`config.mk`:
```
export PLATFORM = sky130hd
export DESIGN_NAME = qph_hash
export DESIGN_NICKNAME = d
export VERILOG_FILES = /design/src/rtl/qph_pkg.sv /design/src/rtl/qph_hash.sv
export SDC_FILE = /design/constraint.sdc
export NUM_CORES = 1
export LEC_CHECK = 0
export BUFFER_PORTS_ARGS = -buffer_cell sky130_fd_sc_hd__buf_2
export CORE_ASPECT_RATIO = 0.8
export CORE_MARGIN = 2
export CORE_UTILIZATION = 48
export CTS_CLUSTER_SIZE = 10
export DETAILED_ROUTE_END_ITERATION = 6
export MAX_ROUTING_LAYER = met4
export PLACE_DENSITY_LB_ADDON = 0.08
export REMOVE_ABC_BUFFERS = 1
export SYNTH_ARGS = -nofsm -noshare
export SYNTH_HDL_FRONTEND = slang
export SYNTH_SLANG_ARGS = --single-unit
```
`constraint.sdc`:
```
create_clock -name clk -period 15.6 [get_ports clk]
set_input_delay 3.12 -clock clk [delete_from_list [all_inputs] [get_ports clk]]
set_output_delay 3.12 -clock clk [all_outputs]
set_load 0.01 [all_outputs]
```
`src/rtl/qph_pkg.sv`:
```
// Shared constants, codes and types of the quadratic-probe hash table.
package qph_pkg;

	localparam int TABLE_SLOTS = 101;
	localparam int PROBE_LIMIT = 20;
	localparam int KEY_CHARS   = 15;
	localparam int HASH_MUL    = 19;
	localparam int PROBE_LIN   = 23;

	localparam int KEY_W  = 120;
	localparam int SLOT_W = $clog2(TABLE_SLOTS);
	localparam int IDX_W  = (SLOT_W + 1 > 7) ? SLOT_W + 1 : 7;
	localparam int CNT_W  = $clog2(TABLE_SLOTS + 1);
	localparam int JW     = $clog2(PROBE_LIMIT + 1);

	// Home slot arithmetic: weighted byte sum, times HASH_MUL, reduced by reciprocal.
	localparam int SUM_MAX = 255 * KEY_CHARS * (KEY_CHARS + 1) / 2;
	localparam int SUM_W   = $clog2(SUM_MAX + 1);
	localparam int X_MAX   = HASH_MUL * SUM_MAX;
	localparam int XW      = ($clog2(X_MAX + 1) > SLOT_W + 1) ? $clog2(X_MAX + 1) : SLOT_W + 1;
	localparam int HK      = XW + SLOT_W;
	localparam longint unsigned RECIP = ((64'd1 << HK) + TABLE_SLOTS - 1) / TABLE_SLOTS;
	localparam longint unsigned MUL_RECIP = RECIP * HASH_MUL;
	localparam int RW = $clog2(MUL_RECIP + 1);
	localparam int PW = SUM_W + RW;

	// Probe step j -> j+1 adds 2j + 1 + PROBE_LIN; keep it reduced mod TABLE_SLOTS.
	localparam int D0     = (PROBE_LIN + 1) % TABLE_SLOTS;
	localparam int D_STEP = 2 % TABLE_SLOTS;

	localparam logic [KEY_W-1:0] KEY_MASK = {KEY_W{1'b1}} >> (KEY_W - 8 * KEY_CHARS);

	typedef enum logic [1:0] {
		MODE_ADD   = 2'd0,
		MODE_DEL   = 2'd1,
		MODE_READ  = 2'd2,
		MODE_CLEAR = 2'd3
	} mode_t;

	typedef enum logic [1:0] {
		ST_DONE = 2'd0,
		ST_MISS = 2'd1,
		ST_FULL = 2'd2
	} status_t;

	typedef struct packed {
		logic              valid;
		logic [SLOT_W-1:0] slot;
	} qph_home_t;

	typedef struct packed {
		logic              rd_en;
		logic [SLOT_W-1:0] rd_addr;
		logic              ins_en;
		logic              del_en;
		logic [SLOT_W-1:0] wr_addr;
		logic              clr_all;
	} qph_cmd_t;

endpackage

```
`src/rtl/qph_hash.sv`:
```
// Three-stage pipeline computing the home slot of a key.
module qph_hash (
	input  logic                      clk,
	input  logic                      arst_n,
	input  logic                      go,
	input  logic [qph_pkg::KEY_W-1:0] key,
	output qph_pkg::qph_home_t        home
);
	import qph_pkg::*;

	logic [SUM_W-1:0]  sum_c;
	logic [SUM_W-1:0]  sum_s1;
	logic [PW-1:0]     prod;
	logic [XW-1:0]     q_s2;
	logic [XW-1:0]     x_s2;
	logic [XW-1:0]     qn;
	logic [XW-1:0]     rr;
	logic [SLOT_W-1:0] home_s3;
	logic              v_s1, v_s2, v_s3;

	always_comb begin
		sum_c = '0;
		for (int i = 0; i < 15; i++) begin
			sum_c = sum_c + SUM_W'(key[8*i +: 8]) * SUM_W'(i + 1);
		end
	end

	assign prod = PW'(sum_s1) * PW'(MUL_RECIP);
	assign qn   = q_s2 * XW'(TABLE_SLOTS);
	assign rr   = x_s2 - qn;

	always_ff @(posedge clk) begin
		sum_s1  <= sum_c;
		q_s2    <= XW'(prod >> HK);
		x_s2    <= XW'(sum_s1) * XW'(HASH_MUL);
		// quotient is exact; the compare only guards the last reduction
		home_s3 <= (rr >= XW'(TABLE_SLOTS)) ? SLOT_W'(rr - XW'(TABLE_SLOTS)) : SLOT_W'(rr);
	end

	always_ff @(posedge clk or negedge arst_n) begin
		if (!arst_n) begin
			v_s1 <= 1'b0;
			v_s2 <= 1'b0;
			v_s3 <= 1'b0;
		end else begin
			v_s1 <= go;
			v_s2 <= v_s1;
			v_s3 <= v_s2;
		end
	end

	assign home.valid = v_s3;
	assign home.slot  = home_s3;

endmodule

```
==> metrics.log <==
INFO  metric post_drt_wl_per_cell = 14.8 µm
INFO  metric rsz0062_at_grt = no
INFO  metric synthXorXnorAreaFrac = 4.05%
INFO  metric synth_simple_gate_area_share = 4.27%
INFO  metric worst_slew_margin_rel = 34.4%
INFO  metric holdWs = 0.351 ns
INFO  metric dp_hpwl = 34000 µm
INFO  metric timing_worst_slew_pin_value = 0.976 ns
INFO  metric 1st_pass_router_iterations = 4
INFO  metric clock_tree_buffer_depth = 2
INFO  metric setup_tns = 0 ns
INFO  metric reg2reg_start = sum_s1[2]
INFO  metric critical_path.slowest_cell = sky130_fd_sc_hd__fa_1
INFO  metric numPlacedInstances = 2467
INFO  metric num_io_pins = 131
INFO  metric post_cts.resized_instances = 0
INFO  metric grt_first_pass_wirelength = 63400 µm
INFO  metric final-setup-viol-count = 0
INFO  metric final_nets = 2836
INFO  metric grt_antenna_before_repair = 0
INFO  metric post_layout_min_period = 10.23 ns
INFO  metric clock_latency = 0.34 ns
INFO  metric cts_root_buf = sky130_fd_sc_hd__clkbuf_16
INFO  metric most_used_flip_flop_cell_after_synthesis = sky130_fd_sc_hd__dfxtp_1
INFO  metric drc = 0
INFO  metric final.setup_skew = 0.0204 ns
INFO  metric fin_cells = 2483
INFO  metric via_count_of_the_first_global_routing_pass = 13100
INFO  metric post_synth_main_area_contributors = sky130_fd_sc_hd__fa_1, sky130_fd_sc_hd__ha_1, sky130_fd_sc_hd__inv_1
INFO  metric synth.ff_latch_count = 58
INFO  metric tritoncts = yes
INFO  metric placement_rows = 63
INFO  metric crit_path_start = key[73]
INFO  metric iteration_0_drc_markers = 387
INFO  metric cts_htree_levels = 3
INFO  metric buffer_ports.inserted = 130
INFO  metric synth_top_area_share = 37.5%
INFO  metric setup.worst_path.end_class = flop
INFO  metric filler_cell_count = 3471
INFO  metric critical_path_arrival = 10.44 ns
INFO  metric crit_path_max_incr_delay = 0.54 ns
INFO  metric post_cts.repair.setup_buffers = 0
INFO  metric synth_compound_area_share = 6.96%
INFO  metric achievable-frequency = 97.7 MHz
INFO  metric layout_commonest_cell = sky130_fd_sc_hd__inv_1
INFO  metric synth.lib_cells_used.distinct = 56
INFO  metric period_share = 65.6%
INFO  metric synth_top_family_by_area = adder cells
INFO  metric drt-vias-per-instance = 4.83
INFO  metric timing_hold_violations_final = 0
INFO  metric fp.dieW = 220 µm
INFO  metric routabilityCongestion = 0.875
INFO  metric grt.overflow.total = 0
INFO  metric grt_util_all_layers = 21.4%
INFO  metric vias = 12000
INFO  metric yosys.area.top_type = sky130_fd_sc_hd__fa_1
INFO  metric drt-total-wl = 36600 µm
INFO  metric worstSetupPathType = in -> reg
INFO  metric final_layout_size_suffix_gt1_share = 7.62%
INFO  metric synth-seq-area-share = 6.56%
INFO  metric hold_class = reg -> reg
INFO  metric timing.critical_path.from_type = input pin
INFO  metric area.growth.synth_to_final = 8.50%
INFO  metric tritoncts_num_sinks = 58
INFO  metric mostFrequentLayoutCells = sky130_fd_sc_hd__inv_1, sky130_fd_sc_hd__ha_1, sky130_fd_sc_hd__fa_1, sky130_fd_sc_hd__buf_2, sky130_fd_sc_hd__xnor2_1
INFO  metric cpMostUsedCell = sky130_fd_sc_hd__fa_1
INFO  metric yosys_warnings = 0
INFO  metric syn_inst = 1857
INFO  metric number_of_enable_flip_flop_cells_after_synthesis = 0
INFO  metric tritoncts.num_buffers = 9
INFO  metric largest_net_degree_at_the_start_of_global_routing = 12
INFO  metric crit_fanout = 3
INFO  metric min_from = v_s1
INFO  metric synth-adder-area-share = 64.4%
INFO  metric antenna_cells_inserted = 0
INFO  metric synthesis.area = 0.0179 mm²
INFO  metric ant_nets = 0
INFO  metric design.die.area = 0.0389 mm²
INFO  metric cts.clk_slew.worst_paths = 0.06 ns
INFO  metric syn-mean-instance-area = 9.66 µm²
INFO  metric share_of_cell_area_taken_by_muxes_after_synthesis = 0.223%
INFO  metric initial_utilization = 48.5%
INFO  metric die_y = 177 µm
INFO  metric status = complete, no violations
INFO  metric coreArea = 0.0370 mm²
INFO  metric max_cap_viol_count = 0
INFO  metric synth-async-reset-ratio = 5.17%
INFO  metric cts-hold-fix-buffers = 0
INFO  metric required = 15.81 ns
INFO  metric max_slew_violation_count = 0
## stage by stage
step,utilization (%),area [µm²],setup WS [ns]
detailed placement,51.8,19200,4.98
global route,52.6,19500,4.96
CTS,52.6,19500,5.32
finish,52.6,19500,5.37
floorplan,-,17900,5.48
global placement,51.8,19200,5.02
## final cells by class
type / instances / area (µm²) / share of cell area [%]
well taps: 487 / 609 / 3.13
clock buffers: 11 / 243 / 1.25
clock inverters: 5 / 55.1 / 0.283
flip-flops and latches: 58 / 1180 / 6.04
inverters: 637 / 2390 / 12.3
multi-input cells: 1155 / 14300 / 73.7
repair buffers: 130 / 651 / 3.34
## Yosys cell counts (2+ instances only)
library cell,number
sky130_fd_sc_hd__a211o_1,6
sky130_fd_sc_hd__a211oi_1,6
sky130_fd_sc_hd__a21o_1,27
sky130_fd_sc_hd__a21oi_1,55
sky130_fd_sc_hd__a221oi_1,2
sky130_fd_sc_hd__a2bb2oi_1,2
sky130_fd_sc_hd__a31o_2,2
sky130_fd_sc_hd__a31oi_1,10
sky130_fd_sc_hd__and2_1,3
sky130_fd_sc_hd__and3_1,5
sky130_fd_sc_hd__and4_1,3
sky130_fd_sc_hd__buf_2,3
sky130_fd_sc_hd__clkbuf_1,3
sky130_fd_sc_hd__dfrtp_1,3
sky130_fd_sc_hd__dfxtp_1,55
sky130_fd_sc_hd__fa_1,336
sky130_fd_sc_hd__ha_1,386
sky130_fd_sc_hd__inv_1,637
sky130_fd_sc_hd__mux2i_1,4
sky130_fd_sc_hd__nand2_1,33
sky130_fd_sc_hd__nand2b_1,9
sky130_fd_sc_hd__nand3_1,12
sky130_fd_sc_hd__nand4_1,5
sky130_fd_sc_hd__nor2_1,53
sky130_fd_sc_hd__nor2b_1,10
sky130_fd_sc_hd__nor3_1,7
sky130_fd_sc_hd__nor3b_1,2
sky130_fd_sc_hd__o2111ai_1,4
sky130_fd_sc_hd__o211ai_1,3
sky130_fd_sc_hd__o21a_1,7
sky130_fd_sc_hd__o21ai_0,27
sky130_fd_sc_hd__o21ai_1,2
sky130_fd_sc_hd__o21bai_1,20
sky130_fd_sc_hd__o31ai_1,5
sky130_fd_sc_hd__o41ai_1,2
sky130_fd_sc_hd__or2_2,2
sky130_fd_sc_hd__or3_1,5
sky130_fd_sc_hd__or4_1,2
sky130_fd_sc_hd__xnor2_1,61
sky130_fd_sc_hd__xor2_1,22
## sequential cells by signal, indices dropped and copies added, names as in the netlist
name	count
x_s2	20
sum_s1	15
v_s1	1
q_s2	13
v_s3	1
home_s3	7
v_s2	1
## final timing paths
check	end	slack [ns]	cells after the start
max in group asynchronous	v_s3	12.92	1
min reg2reg	v_s2	0.35	0
max	sum_s1[14]	5.37	29
min	v_s2	0.35	0
max reg2reg	q_s2[12]	9.01	21
min in group asynchronous	v_s1	2.57	1
## layer usage
layer / vias to the layer above / routed length, µm / global-route usage, %
met5: - / 0 / -
met1: 5923 / 17300 / 28.4
met3: 25 / 930 / 1.91
li1: 5927 / - / -
met4: 0 / 545 / 3.44
met2: 126 / 17900 / 36.4
## critical path: cells and delay by family
kind / cells / cell delay [ns]
buffers and inverters: 9 / 0.53
xor gates and xnor gates: 1 / 0.11
AOI/OAI and AO/OA: 7 / 1.35
adders and majority gates: 12 / 5.34
## cell families after synthesis
family | after synthesis
and+or+nand+nor | 156
muxes | 4
DFF | 58
AOI/OAI and AO/OA | 190
buffers and inverters | 644
xor gates and xnor gates | 83
adders and majority gates | 722
Power is left out: the tool's default activity adds up to more than one toggle a clock period on the data nets, which glitch-free logic cannot reach.
